File: src/design/descriptor_pool_allocator_unit_macros.svh
// Assertion macros used by the descriptor pool allocator top level.
`ifndef DESCRIPTOR_POOL_ALLOCATOR_UNIT_MACROS_SVH
`define DESCRIPTOR_POOL_ALLOCATOR_UNIT_MACROS_SVH

// Same-cycle implication checked on every clock edge outside reset.
`define DPA_ASSERT_NOW(lbl, ante, cons, msg) \
    lbl: assert property (@(posedge i_clk) disable iff (!i_rst_n) (ante) |-> (cons)) \
        else $error(msg);

// Next-cycle implication checked on every clock edge outside reset.
`define DPA_ASSERT_NEXT(lbl, ante, cons, msg) \
    lbl: assert property (@(posedge i_clk) disable iff (!i_rst_n) (ante) |=> (cons)) \
        else $error(msg);

`endif

File: src/design/dpa_pkg.sv
// Types, constants and codes of the descriptor pool allocator.
`timescale 1ns / 1ps
package dpa_pkg;

    localparam int COUNT_BITS       = 16;
    localparam int MAX_HEAPS_DEF    = 16;
    localparam int FREE_DEPTH_DEF   = 64;
    localparam logic [15:0] DEFAULT_PER_HEAP = 16'd1024;
    localparam logic [8:0]  DEFAULT_DESC_SIZE = 9'd32;

    localparam logic [1:0] CMD_ALLOC   = 2'd0;
    localparam logic [1:0] CMD_RELEASE = 2'd1;
    localparam logic [1:0] CMD_RESET   = 2'd2;
    localparam logic [1:0] CMD_CLEAR   = 2'd3;

    localparam logic [2:0] ST_GRANTED  = 3'd0;
    localparam logic [2:0] ST_REJECTED = 3'd1;
    localparam logic [2:0] ST_NO_ROOM  = 3'd2;
    localparam logic [2:0] ST_LIST_FULL = 3'd3;
    localparam logic [2:0] ST_BAD_HEAP = 3'd4;
    localparam logic [2:0] ST_DONE     = 3'd5;

    localparam logic [1:0] REG_ENABLED   = 2'd0;
    localparam logic [1:0] REG_MAX_HEAP  = 2'd1;
    localparam logic [1:0] REG_DESC_SIZE = 2'd2;
    localparam logic [1:0] REG_SHADER    = 2'd3;

    typedef struct packed {
        logic [3:0]            heap;
        logic [COUNT_BITS-1:0] offset;
        logic [COUNT_BITS-1:0] count;
    } t_run;

    typedef struct packed {
        logic [1:0]            cmd;
        logic [COUNT_BITS-1:0] cnt;
        logic [3:0]            rheap;
        logic [COUNT_BITS-1:0] roff;
    } t_item;

    typedef struct packed {
        logic                  enabled;
        logic [COUNT_BITS-1:0] max_per_heap;
        logic [8:0]            desc_size;
        logic                  shader_visible;
    } t_cfg;

    typedef struct packed {
        logic [2:0]  status;
        logic [3:0]  heap;
        logic [15:0] slot_offset;
        logic [23:0] byte_offset;
        logic        gpu_valid;
    } t_result;

endpackage

File: src/design/dpa_ram.sv
// Generic single-write, single-read synchronous RAM with registered read data.
`timescale 1ns / 1ps
module dpa_ram #(
    parameter int WIDTH = 8,
    parameter int DEPTH = 16,
    localparam int AW = (DEPTH > 1) ? $clog2(DEPTH) : 1
) (
    input  logic             i_clk,
    input  logic             i_we,
    input  logic [AW-1:0]    i_waddr,
    input  logic [WIDTH-1:0] i_wdata,
    input  logic             i_re,
    input  logic [AW-1:0]    i_raddr,
    output logic [WIDTH-1:0] o_rdata
);

    logic [WIDTH-1:0] r_mem [DEPTH];
    logic [WIDTH-1:0] r_rdata;

    always_ff @(posedge i_clk) begin
        if (i_we) begin
            r_mem[i_waddr] <= i_wdata;
        end
        if (i_re) begin
            r_rdata <= r_mem[i_raddr];
        end
    end

    assign o_rdata = r_rdata;

endmodule

File: src/design/dpa_engine.sv
// Command sequencer of the allocator: free list scan, run removal, heap scan, usage sweep.
`timescale 1ns / 1ps
module dpa_engine
    import dpa_pkg::*;
#(
    parameter int MAX_HEAPS  = MAX_HEAPS_DEF,
    parameter int FREE_DEPTH = FREE_DEPTH_DEF
) (
    input  logic    i_clk,
    input  logic    i_rst_n,
    input  logic    i_start,
    input  t_item   i_item,
    input  t_cfg    i_cfg,
    output logic    o_idle,
    output logic    o_res_valid,
    input  logic    i_res_ready,
    output t_result o_res
);

    localparam int FA  = (FREE_DEPTH > 1) ? $clog2(FREE_DEPTH) : 1;
    localparam int FCW = $clog2(FREE_DEPTH + 1);
    localparam int HA  = (MAX_HEAPS > 1) ? $clog2(MAX_HEAPS) : 1;
    localparam int HCW = $clog2(MAX_HEAPS + 1);
    localparam int CW  = COUNT_BITS;

    localparam logic [2:0] S_IDLE  = 3'd0;
    localparam logic [2:0] S_FSCAN = 3'd1;
    localparam logic [2:0] S_SHIFT = 3'd2;
    localparam logic [2:0] S_HSCAN = 3'd3;
    localparam logic [2:0] S_ZERO  = 3'd4;
    localparam logic [2:0] S_MUL   = 3'd5;
    localparam logic [2:0] S_DONE  = 3'd6;

    logic [2:0]     r_state, n_state;
    t_item          r_item, n_item;
    logic [FCW-1:0] r_fcount, n_fcount;
    logic [HCW-1:0] r_htotal, n_htotal;
    logic [FCW-1:0] r_fi, n_fi;
    logic [HCW-1:0] r_hi, n_hi;
    logic           r_rv, n_rv;
    logic [FA-1:0]  r_fa, n_fa;
    logic [HA-1:0]  r_ha, n_ha;
    logic [2:0]     r_status, n_status;
    logic [3:0]     r_heap, n_heap;
    logic [CW-1:0]  r_off, n_off;
    logic [23:0]    r_byte, n_byte;

    logic           w_fwe, w_fre;
    logic [FA-1:0]  w_fwaddr, w_fraddr;
    t_run           w_fwdata, w_frdata;
    logic           w_uwe, w_cwe, w_hre;
    logic [HA-1:0]  w_uwaddr, w_hraddr;
    logic [CW-1:0]  w_uwdata, w_cwdata, w_urdata, w_crdata;
    logic [24:0]    w_prod;
    logic [CW:0]    w_hsum;
    logic           w_fhit, w_hhit;

    dpa_ram #(.WIDTH($bits(t_run)), .DEPTH(FREE_DEPTH)) u_free_ram (
        .i_clk   (i_clk),
        .i_we    (w_fwe),
        .i_waddr (w_fwaddr),
        .i_wdata (w_fwdata),
        .i_re    (w_fre),
        .i_raddr (w_fraddr),
        .o_rdata (w_frdata)
    );

    dpa_ram #(.WIDTH(CW), .DEPTH(MAX_HEAPS)) u_used_ram (
        .i_clk   (i_clk),
        .i_we    (w_uwe),
        .i_waddr (w_uwaddr),
        .i_wdata (w_uwdata),
        .i_re    (w_hre),
        .i_raddr (w_hraddr),
        .o_rdata (w_urdata)
    );

    dpa_ram #(.WIDTH(CW), .DEPTH(MAX_HEAPS)) u_cap_ram (
        .i_clk   (i_clk),
        .i_we    (w_cwe),
        .i_waddr (w_uwaddr),
        .i_wdata (w_cwdata),
        .i_re    (w_hre),
        .i_raddr (w_hraddr),
        .o_rdata (w_crdata)
    );

    assign w_prod = {9'b0, r_off} * {16'b0, i_cfg.desc_size};
    assign w_hsum = {1'b0, w_urdata} + {1'b0, r_item.cnt};
    assign w_fhit = r_rv && (w_frdata.count >= r_item.cnt);
    assign w_hhit = r_rv && (w_hsum <= {1'b0, w_crdata});

    always_comb begin
        n_state  = r_state;
        n_item   = r_item;
        n_fcount = r_fcount;
        n_htotal = r_htotal;
        n_fi     = r_fi;
        n_hi     = r_hi;
        n_rv     = r_rv;
        n_fa     = r_fa;
        n_ha     = r_ha;
        n_status = r_status;
        n_heap   = r_heap;
        n_off    = r_off;
        n_byte   = r_byte;
        w_fwe    = 1'b0;
        w_fwaddr = r_fa;
        w_fwdata = w_frdata;
        w_fre    = 1'b0;
        w_fraddr = r_fi[FA-1:0];
        w_uwe    = 1'b0;
        w_cwe    = 1'b0;
        w_uwaddr = r_ha;
        w_uwdata = '0;
        w_cwdata = '0;
        w_hre    = 1'b0;
        w_hraddr = r_hi[HA-1:0];
        case (r_state)
            S_IDLE: begin
                if (i_start) begin
                    n_item   = i_item;
                    n_fi     = '0;
                    n_hi     = '0;
                    n_rv     = 1'b0;
                    n_status = ST_DONE;
                    n_state  = S_MUL;
                    case (i_item.cmd)
                        CMD_ALLOC: begin
                            if (!i_cfg.enabled || (i_item.cnt == '0)) begin
                                n_status = ST_REJECTED;
                            end else begin
                                n_state = S_FSCAN;
                            end
                        end
                        CMD_RELEASE: begin
                            if (!i_cfg.enabled) begin
                                n_status = ST_REJECTED;
                            end else if ((HCW + 4)'(i_item.rheap) >= (HCW + 4)'(r_htotal)) begin
                                n_status = ST_BAD_HEAP;
                            end else if (r_fcount >= FCW'(FREE_DEPTH)) begin
                                n_status = ST_LIST_FULL;
                            end else begin
                                w_fwe    = 1'b1;
                                w_fwaddr = r_fcount[FA-1:0];
                                w_fwdata = '{heap: i_item.rheap, offset: i_item.roff,
                                             count: i_item.cnt};
                                n_fcount = r_fcount + 1'b1;
                            end
                        end
                        CMD_RESET: begin
                            n_fcount = '0;
                            n_state  = S_ZERO;
                        end
                        default: begin
                            n_fcount = '0;
                            n_htotal = '0;
                        end
                    endcase
                end
            end
            S_FSCAN: begin
                if (w_fhit) begin
                    n_status = ST_GRANTED;
                    n_heap   = w_frdata.heap;
                    n_off    = w_frdata.offset;
                    if (w_frdata.count > r_item.cnt) begin
                        w_fwe    = 1'b1;
                        w_fwaddr = r_fa;
                        w_fwdata = '{heap: w_frdata.heap,
                                     offset: CW'(w_frdata.offset + r_item.cnt),
                                     count: CW'(w_frdata.count - r_item.cnt)};
                        n_state  = S_MUL;
                    end else begin
                        n_fi    = FCW'(r_fa) + 1'b1;
                        n_rv    = 1'b0;
                        n_state = S_SHIFT;
                    end
                end else if (r_fi < r_fcount) begin
                    w_fre = 1'b1;
                    n_fa  = r_fi[FA-1:0];
                    n_rv  = 1'b1;
                    n_fi  = r_fi + 1'b1;
                end else begin
                    n_rv = 1'b0;
                    if (!r_rv) begin
                        n_state = S_HSCAN;
                    end
                end
            end
            S_SHIFT: begin
                if (r_rv) begin
                    w_fwe    = 1'b1;
                    w_fwaddr = r_fa - 1'b1;
                    w_fwdata = w_frdata;
                end
                if (r_fi < r_fcount) begin
                    w_fre = 1'b1;
                    n_fa  = r_fi[FA-1:0];
                    n_rv  = 1'b1;
                    n_fi  = r_fi + 1'b1;
                end else begin
                    n_rv = 1'b0;
                    if (!r_rv) begin
                        n_fcount = r_fcount - 1'b1;
                        n_state  = S_MUL;
                    end
                end
            end
            S_HSCAN: begin
                if (w_hhit) begin
                    w_uwe    = 1'b1;
                    w_uwaddr = r_ha;
                    w_uwdata = w_hsum[CW-1:0];
                    n_status = ST_GRANTED;
                    n_heap   = 4'(r_ha);
                    n_off    = w_urdata;
                    n_state  = S_MUL;
                end else if (r_hi < r_htotal) begin
                    w_hre = 1'b1;
                    n_ha  = r_hi[HA-1:0];
                    n_rv  = 1'b1;
                    n_hi  = r_hi + 1'b1;
                end else begin
                    n_rv = 1'b0;
                    if (!r_rv) begin
                        n_state = S_MUL;
                        if (r_htotal < HCW'(MAX_HEAPS)) begin
                            w_uwe    = 1'b1;
                            w_cwe    = 1'b1;
                            w_uwaddr = r_htotal[HA-1:0];
                            w_uwdata = r_item.cnt;
                            w_cwdata = (r_item.cnt > i_cfg.max_per_heap) ?
                                       r_item.cnt : i_cfg.max_per_heap;
                            n_status = ST_GRANTED;
                            n_heap   = 4'(r_htotal);
                            n_off    = '0;
                            n_htotal = r_htotal + 1'b1;
                        end else begin
                            n_status = ST_NO_ROOM;
                        end
                    end
                end
            end
            S_ZERO: begin
                if (r_hi < r_htotal) begin
                    w_uwe    = 1'b1;
                    w_uwaddr = r_hi[HA-1:0];
                    w_uwdata = '0;
                    n_hi     = r_hi + 1'b1;
                end else begin
                    n_state = S_MUL;
                end
            end
            S_MUL: begin
                if (r_status == ST_GRANTED) begin
                    n_byte = w_prod[23:0];
                end else begin
                    n_byte = '0;
                    n_heap = '0;
                    n_off  = '0;
                end
                n_state = S_DONE;
            end
            S_DONE: begin
                if (i_res_ready) begin
                    n_state = S_IDLE;
                end
            end
            default: begin
                n_state = S_IDLE;
            end
        endcase
    end

    always_ff @(posedge i_clk) begin
        if (!i_rst_n) begin
            r_state  <= S_IDLE;
            r_fcount <= '0;
            r_htotal <= '0;
            r_rv     <= 1'b0;
            r_status <= ST_DONE;
        end else begin
            r_state  <= n_state;
            r_fcount <= n_fcount;
            r_htotal <= n_htotal;
            r_rv     <= n_rv;
            r_status <= n_status;
        end
    end

    always_ff @(posedge i_clk) begin
        r_item <= n_item;
        r_fi   <= n_fi;
        r_hi   <= n_hi;
        r_fa   <= n_fa;
        r_ha   <= n_ha;
        r_heap <= n_heap;
        r_off  <= n_off;
        r_byte <= n_byte;
    end

    assign o_idle      = (r_state == S_IDLE);
    assign o_res_valid = (r_state == S_DONE);
    assign o_res       = '{status: r_status, heap: r_heap, slot_offset: r_off,
                           byte_offset: r_byte,
                           gpu_valid: (r_status == ST_GRANTED) && i_cfg.shader_visible};

endmodule

File: src/design/descriptor_pool_allocator_unit.sv
// Top level of the descriptor pool allocator: stream ports, registers, result register.
//
// Channel  | Ports            | Payload
// ---------+------------------+-----------------------------------------------
// command  | i_s_axis_*       | tuser: cmd; tdata: slot_count, heap, offset
// result   | o_m_axis_*       | tuser: status; tdata: heap, slot, byte, gpu
// config   | i_cfg_*          | index 0..3, data up to 16 bits, write only
//
// Allocate scans the free runs, moves the runs behind a hit up on an exact fit and
// scans the heaps when no run fits; each memory is read at most once per cycle.
// The reset usage command zeroes the used count of each allocated heap in turn.
// Reset clears the state and the run and heap counters; the memories are not swept.
// A result waits in the output register while the next command is taken.
`timescale 1ns / 1ps
`include "descriptor_pool_allocator_unit_macros.svh"
module descriptor_pool_allocator_unit
    import dpa_pkg::*;
#(
    parameter int MAX_HEAPS  = MAX_HEAPS_DEF,
    parameter int FREE_DEPTH = FREE_DEPTH_DEF
) (
    input  logic        i_clk,
    input  logic        i_rst_n,
    input  logic        i_s_axis_tvalid,
    output logic        o_s_axis_tready,
    // slot_count [15:0], release_heap [19:16], release_offset [35:20], zero [39:36]
    input  logic [39:0] i_s_axis_tdata,
    // cmd [1:0]
    input  logic [1:0]  i_s_axis_tuser,
    output logic        o_m_axis_tvalid,
    input  logic        i_m_axis_tready,
    // heap_number [3:0], slot_offset [19:4], byte_offset [43:20],
    // gpu_handle_valid [44], zero [47:45]
    output logic [47:0] o_m_axis_tdata,
    // status [2:0]
    output logic [2:0]  o_m_axis_tuser,
    input  logic        i_cfg_wr_en,
    input  logic [1:0]  i_cfg_index,
    input  logic [15:0] i_cfg_data
);

    t_cfg    r_cfg;
    t_item   w_item;
    t_result w_res;
    t_result r_out;
    logic    r_out_valid;
    logic    w_idle, w_res_valid, w_res_ready, w_start;

    always_ff @(posedge i_clk) begin
        if (!i_rst_n) begin
            r_cfg <= '{enabled: 1'b0, max_per_heap: DEFAULT_PER_HEAP,
                       desc_size: DEFAULT_DESC_SIZE, shader_visible: 1'b0};
        end else if (i_cfg_wr_en) begin
            case (i_cfg_index)
                REG_ENABLED:   r_cfg.enabled        <= i_cfg_data[0];
                REG_MAX_HEAP:  r_cfg.max_per_heap   <= i_cfg_data;
                REG_DESC_SIZE: r_cfg.desc_size      <= i_cfg_data[8:0];
                REG_SHADER:    r_cfg.shader_visible <= i_cfg_data[0];
                default: begin
                end
            endcase
        end
    end

    assign w_item = '{cmd: i_s_axis_tuser, cnt: i_s_axis_tdata[15:0],
                      rheap: i_s_axis_tdata[19:16], roff: i_s_axis_tdata[35:20]};
    assign o_s_axis_tready = w_idle;
    assign w_start         = i_s_axis_tvalid && w_idle;
    assign w_res_ready     = !r_out_valid || i_m_axis_tready;

    dpa_engine #(.MAX_HEAPS(MAX_HEAPS), .FREE_DEPTH(FREE_DEPTH)) u_engine (
        .i_clk       (i_clk),
        .i_rst_n     (i_rst_n),
        .i_start     (w_start),
        .i_item      (w_item),
        .i_cfg       (r_cfg),
        .o_idle      (w_idle),
        .o_res_valid (w_res_valid),
        .i_res_ready (w_res_ready),
        .o_res       (w_res)
    );

    always_ff @(posedge i_clk) begin
        if (!i_rst_n) begin
            r_out_valid <= 1'b0;
        end else if (w_res_valid && w_res_ready) begin
            r_out_valid <= 1'b1;
        end else if (i_m_axis_tready) begin
            r_out_valid <= 1'b0;
        end
    end

    always_ff @(posedge i_clk) begin
        if (w_res_valid && w_res_ready) begin
            r_out <= w_res;
        end
    end

    assign o_m_axis_tvalid = r_out_valid;
    assign o_m_axis_tuser  = r_out.status;
    assign o_m_axis_tdata  = {3'b000, r_out.gpu_valid, r_out.byte_offset,
                              r_out.slot_offset, r_out.heap};

    `DPA_ASSERT_NOW(a_busy_no_accept, w_res_valid, !o_s_axis_tready, "result pending while ready")
    `DPA_ASSERT_NOW(a_zero_fields, w_res_valid && (w_res.status != ST_GRANTED),
        (w_res.heap == 4'd0) && (w_res.slot_offset == 16'd0) && (w_res.byte_offset == 24'd0),
        "non-grant result carries payload")
    `DPA_ASSERT_NOW(a_gpu_valid, w_res_valid && w_res.gpu_valid,
        (w_res.status == ST_GRANTED) && r_cfg.shader_visible, "gpu handle flag without grant")
    `DPA_ASSERT_NEXT(a_start_leaves_idle, w_start, !o_s_axis_tready, "command not taken up")

endmodule
File: config.mk
export PLATFORM = sky130hd
export DESIGN_NAME = descriptor_pool_allocator_unit
export DESIGN_NICKNAME = d
export VERILOG_FILES = /design/src/design/dpa_pkg.sv /design/src/design/dpa_ram.sv /design/src/design/dpa_engine.sv /design/src/design/descriptor_pool_allocator_unit.sv
export VERILOG_INCLUDE_DIRS = /design/src /design/src/design
export SDC_FILE = /design/constraint.sdc
export NUM_CORES = 2
export LEC_CHECK = 0
export ABC_AREA = 1
export BUFFER_PORTS_ARGS = -buffer_cell sky130_fd_sc_hd__buf_2
export CAP_MARGIN = 40
export CORE_MARGIN = 3
export CORE_UTILIZATION = 54
export DETAILED_ROUTE_END_ITERATION = 8
export PLACE_DENSITY_LB_ADDON = 0.12
export SYNTH_ARGS = -nofsm -noshare
export SYNTH_HDL_FRONTEND = slang
export SYNTH_SLANG_ARGS = --single-unit
File: constraint.sdc
create_clock -name i_clk -period 9.6 [get_ports i_clk]
set_input_delay 0.96 -clock i_clk [delete_from_list [all_inputs] [get_ports i_clk]]
set_output_delay 0.96 -clock i_clk [all_outputs]
set_load 0.05 [all_outputs]
Yosys cells after proc, flatten, opt, wreduce, memory -nomap -nowiden:

Memories as Yosys holds them, arrays and structs flattened. A register that Yosys moved wholly into a read port is not among the register bits.
Cells that the tools add are included.

* register bits after elaboration: 177
* memory bits (writable): 2816
* word-level logic and storage cells: 254
* memories kept: 3

Memories
* u_engine.u_free_ram.r_mem: words 64, bits a word 36, rd ports 1, clocked after memory_dff 1, wr ports 1, line dpa_ram.sv:17 `logic [WIDTH-1:0] r_mem [DEPTH];`
* u_engine.u_cap_ram.r_mem: words 16, bits a word 16, rd ports 1, clocked after memory_dff 1, wr ports 1, line dpa_ram.sv:17
* u_engine.u_used_ram.r_mem: words 16, bits a word 16, rd ports 1, clocked after memory_dff 1, wr ports 1, line dpa_ram.sv:17

* add/sub/neg operators: 10
* multipliers: 1
* magnitude comparators: 9
* eq/ne operators: 34
* muxes and demuxes: 134
* bitwise operators: 1
* reduce and logical (&&, ||, !) cells: 39

Operator list (count)
* $mux 16: 17
* $mux 36: 5
* $pmux 36 s2: 1
* $mux 7: 10
* $mux 32: 2
* $mux 3: 21
* $mux 6: 8
* $pmux 16 s3: 1
* $mux 5: 9
* $mux 4: 11
* $gt 16x16->1: 2
* $mux 1: 31
* $pmux 7 s2: 2
* $mul 16x9->24: 1
* $pmux 6 s2: 2
* $pmux 3 s7: 1
* $pmux 7 s3: 1
* $ne 2x2->1 const B: 10
* $ne 3x3->1 const B: 6
* $add 16x16->17: 1
* $le 17x16->1: 1
* $add 16x16->16: 1
* $ge 16x16->1: 1
* $logic_not 16->1: 1
* other kinds (46): 82

Depth between registers and ports, before layout:

* depth in word-level cells: 9
* mapped depth: 29
* gate-level depth less buffers: 29

Hierarchy:

A second synthesis with hierarchy kept.

* cells, all modules: 11940
* area total of the unflattened synthesis: 133310.4 um2

By module, submodules not included
* dpa_ram at u_engine.u_free_ram: instances 1, cells an instance 7621, area each 93358.3 um2, sequential area each 70267.4 um2
* dpa_engine: instances 1, cells an instance 1938, area each 14186.1 um2, sequential area each 2842.7 um2
* dpa_ram at u_engine.u_cap_ram: instances 1, cells an instance 1075, area each 11546.1 um2, sequential area each 8167.8 um2
* dpa_ram at u_engine.u_used_ram: instances 1, cells an instance 1074, area each 11541.1 um2, sequential area each 8167.8 um2
* descriptor_pool_allocator_unit: instances 1, cells an instance 232, area each 2678.8 um2, sequential area each 2001.9 um2

Worst setup path after synthesis:

OpenSTA, ideal clock, no wires.

* path kind: input port to flip-flop
* start: input port i_m_axis_tready
* end: register r_out (netlist bit o_m_axis_tdata[0]), enable pin
* setup time: 0.576 ns
* data arrival time: 5.640 ns
* required time: 9.024 ns
* slack: 3.384 ns
* cell stages on the path: 2
* cells stage by stage: nor2_1 nor4_1

* word-level cells in the longest chain between the ends: 2

RTL lines
* from (decl): line descriptor_pool_allocator_unit.sv:31 `input logic i_m_axis_tready,`
* $logic_or 1x1->1: line descriptor_pool_allocator_unit.sv:69 `assign w_res_ready = !r_out_valid || i_m_axis_tready;`
* $logic_and 1x1->1: line descriptor_pool_allocator_unit.sv:94 `if (w_res_valid && w_res_ready) begin`
* to (signal assigned): line descriptor_pool_allocator_unit.sv:95 `r_out <= w_res;`
* to (decl): line descriptor_pool_allocator_unit.sv:45 `t_result r_out;`

Every way passes these cells.
A chain may end at the register's enable or synchronous reset.

Final worst setup path:

* start: register u_engine.r_item[21] (netlist bit)
* end: memory u_engine.u_used_ram.r_mem[6][2] (netlist bit), enable pin

* word-level cells in the longest chain between the ends: 7
* elaborated cells between the ends (all ways): 9
* those cells by class: add/sub (1); order compare (1); mux (6); reduce/logical (1)

RTL lines
* from (decl): line dpa_engine.sv:35 `t_item r_item, n_item;`
* from (signal assigned): line dpa_engine.sv:293 `r_item <= n_item;`
* $add 16x16->17 (*): line dpa_engine.sv:89 `assign w_hsum = {1'b0, w_urdata} + {1'b0, r_item.cnt};`
* $le 17x16->1 (*): line dpa_engine.sv:91 `assign w_hhit = r_rv && (w_hsum <= {1'b0, w_crdata});`
* $logic_and 1x1->1 (*): line dpa_engine.sv:91
* $mux 1: line dpa_engine.sv:211 `if (w_hhit) begin`
* $pmux 1 s2: line dpa_engine.sv:119 `case (r_state)`
* $mux 1: line dpa_ram.sv:21 `if (i_we) begin`
* $mux 1 (implied by the code): line dpa_ram.sv:22 `r_mem[i_waddr] <= i_wdata;`
* to (decl): line dpa_ram.sv:17

Mark *: on every way between the ends. The rest lies on a longest branch, timed or not.

==> results.json <==
{
  "dieArea_um2": 242000,
  "seq_area_frac_synth": 0.716,
  "grt.total_usage": 0.304,
  "cp_max_fo": 16,
  "crit_top_cell": "nand2_1",
  "start_kind": "flop",
  "tightest_slew_ps": 1200,
  "postCtsHoldBufs": 0,
  "grt_max_degree": 226,
  "path_depth": 24,
  "fin_skew_ps": 78.1,
  "drive_gt1_frac": 0.0982,
  "clockRootBuffer": "clkbuf_16",
  "grt_pass1_vias": 80500,
  "crit_arrival_ps": 6730,
  "cp_cell_sequence": "inv_1 > fa_1 > nand3b_1 > nand2_1 > nand2_1 > nand2_1 > a31o_2 > xnor2_1 > inv_1 > ha_1 > a21oi_1 > nor3_1 > nor3_1 > nand2_1 > nand2_1 > nand2_1 > nand2_1 > nand2_1 > nand2_1 > nand3_1 > nand3_1 > inv_1 > nor2_1 > buf_4",
  "cts.sinks": 3061,
  "postPlaceCellArea_um2": 133000,
  "drc": 0,
  "die-height_um": 492,
  "syn_area_um2": 128000,
  "grt_first_pass_wirelength_um": 545000,
  "initial_core_util": 0.546,
  "drt-pass1-iter-count": 7,
  "max-clock-path-buffers": 4,
  "cp-end-kind": "flop",
  "reg2reg_depth": 24,
  "port_buffers": 110,
  "vdd_drop_max_mv": 0.315,
  "p_leak_nw": 48.1,
  "synth-seq-cells": 3061,
  "synth_edf_count": 3014,
  "setup.worst_path.start": "u_engine.r_item[21]",
  "rr_startpoint": "u_engine.r_item[21]",
  "dr.first_iter.drc_count": 11400,
  "synthCells": 10100,
  "max_stage_delay_ps": 660,
  "worstHoldPathCells": 1,
  "r2r_end": "u_engine.u_used_ram.r_mem[6][2]",
  "cts_setup_buffers": 0,
  "core_area_um2": 234000,
  "powerDensity_nw_per_um2": 329,
  "grt_setup_unrepaired": "no",
  "post_drt_wl_per_cell_um": 27.9,
  "routabilityCongestion": 0.966,
  "n_fill_cell": 18000,
  "post_cts_resized": 0,
  "grt.overflow.total": 0,
  "setup_viol_count_final": 0,
  "relSlewSlack": 0.198,
  "hold_class": "input pin to flop",
  "final.period_utilization": 0.638,
  "status": "completed",
  "cts_buffers": 327,
  "die_x_um": 492,
  "yosysWarnings": 0,
  "synthFlopType": "edfxtp_1",
  "stdcell_area_um2": 143000,
  "finalSetupTns_ps": 0,
  "drv_slew": 0,
  "h-tree-depth": 5,
  "clk_latency_ps": 970,
  "avgSynthCellArea_um2": 12.6,
  "post-route-min-period_ps": 6120,
  "critPathTopFamily": "simple AND/OR/NAND/NOR gates",
  "hpwl_um": 213000,
  "antenna_found_initial": 15,
  "synthArstFlopShare": 0,
  "slowest_stage": "nor2_1",
  "clkTransAtPathRegs_ps": 70,
  "cp.required_ps": 10210,
  "drtAntennaViolNets": 0,
  "hold_violations": 0,
  "clock.fmax_ghz": 0.163,
  "synth_cell_types": 62,
  "maxCapViolations": 0,
  "syn_to_final_growth_pct": 12.1,
  "r2r_slack_ps": 3480,
  "critPathKind": "flop to flop",
  "cts_tree": "built",
  "crit_path_end": "u_engine.u_used_ram.r_mem[6][2]",
  "rows": 177,
  "viasPerCell": 6.35,
  "ios": 118,
  "wirelength_um": 377000,
  "path_buf_inv": 4,
  "num_vias": 85900,
  "final_nets": 10500
}
==> how the worst min path moves through the flow <==
stage                          endpoint                from  slack [ps]
floorplan             o_m_axis_tdata[0]  u_engine.r_heap[0]         400
global placement     o_m_axis_tdata[27]  u_engine.r_byte[7]         400
detailed placement    o_m_axis_tdata[2]  u_engine.r_heap[2]         400
CTS                 u_engine.r_item[31]  i_s_axis_tdata[11]         200
global route        u_engine.r_item[31]  i_s_axis_tdata[11]         220
finish              u_engine.r_item[31]  i_s_axis_tdata[11]         240
==> placed cells by master, fill, tap and decap left out, types with 59 or more instances in the layout <==
| master | n |
|---|---|
| o21ai_0 | 1554 |
| nor2_1 | 1579 |
| nor2_4 | 73 |
| o22ai_1 | 455 |
| buf_2 | 112 |
| nand2_1 | 765 |
| ha_1 | 144 |
| clkinv_1 | 60 |
| clkbuf_16 | 332 |
| nand3_1 | 265 |
| buf_4 | 228 |
| o211ai_1 | 87 |
| o221ai_1 | 281 |
| edfxtp_1 | 3014 |
| inv_1 | 417 |
| a31oi_1 | 73 |
| fa_1 | 101 |
| clkinv_2 | 59 |
| a21oi_1 | 227 |
| clkbuf_1 | 70 |
==> logic make-up after synthesis <==
kind of cell	synth area share
AO/OA/AOI/OAI	0.127
XOR/XNOR	0.00398
adder cells (fa/ha/maj)	0.0299
buffers and inverters	0.0334
flip-flops	0.716
other	0.0000294
AND/OR/NAND/NOR	0.0889
==> flip-flops by register name, indices dropped and copies added, names as in the netlist, 16 cells and up <==
register,count
u_engine.r_off,16
u_engine.u_cap_ram.r_mem,256
o_m_axis_tdata,45
u_engine.u_used_ram.r_mem,256
u_engine.r_item,16
u_engine.u_cap_ram.o_rdata,16
u_engine.r_byte,24
u_engine.u_free_ram.o_rdata,36
r_cfg,27
u_engine.u_used_ram.o_rdata,16
u_engine.u_free_ram.r_mem,2304
==> cell usage after synthesis, drive strengths merged (7+ instances only) <==
cell    count  area share
fa        101       0.016
a221o      22      0.0017
inv       444       0.013
nand3     274       0.011
nand2     793       0.024
o221ai    282       0.019
o211ai     87      0.0051
nand4      47      0.0024
xnor2      18      0.0012
nor3       24     0.00094
xor2       40      0.0027
nor2     1667       0.049
ha        144       0.014
o21a        7     0.00041
clkbuf    566       0.017
o22ai     456       0.022
a32o       10     0.00078
a31oi      73      0.0036
nor4       12     0.00071
o21ai    1587       0.062
dfxtp      47      0.0074
buf        98      0.0036
edfxtp   3014        0.71
a21oi     232      0.0094
==> layout make-up <==
class / count / area, um^2 / area share
Antenna cell: 3 / 7.51 / 0.0000524
Clock buffer: 404 / 8600 / 0.0601
Clock inverter: 172 / 1730 / 0.0121
Inverter: 447 / 1710 / 0.0120
Multi-Input combinational cell: 5930 / 32800 / 0.229
Sequential cell: 3061 / 91400 / 0.639
Tap cell: 3132 / 3920 / 0.0274
Timing Repair Buffer: 377 / 2950 / 0.0206
==> report_power, final <==
group,internal (mW),switching [mW]
sequential,17.9,0.474
combinational,3.86,12.4
clock,7.24,5.07
==> metrics by stage <==
stage,setup slack (ps),hold WS (ps),cells,util,power [mW]
3_5_place_dp,3580,405,12900,0.568,34.6
4_1_cts,3550,197,13500,0.612,46.9
6_report,3480,244,13500,0.612,47.0
3_3_place_gp,3530,403,12900,0.566,34.1
2_1_floorplan,3380,400,10100,-,28.2
5_1_grt,3140,220,13500,0.612,49.0
==> routing by layer <==
metal  up-vias  GRT usage  share of wire  wire [um]
met5         -          0        0.00015         57
met4         8     0.0900          0.031      11500
met2      4747      0.463           0.45     171000
li1      37400          -              -          -
met3       705     0.0687           0.11      42900
met1     43100      0.441           0.40     152000
Power figures use the tool's default switching activity.
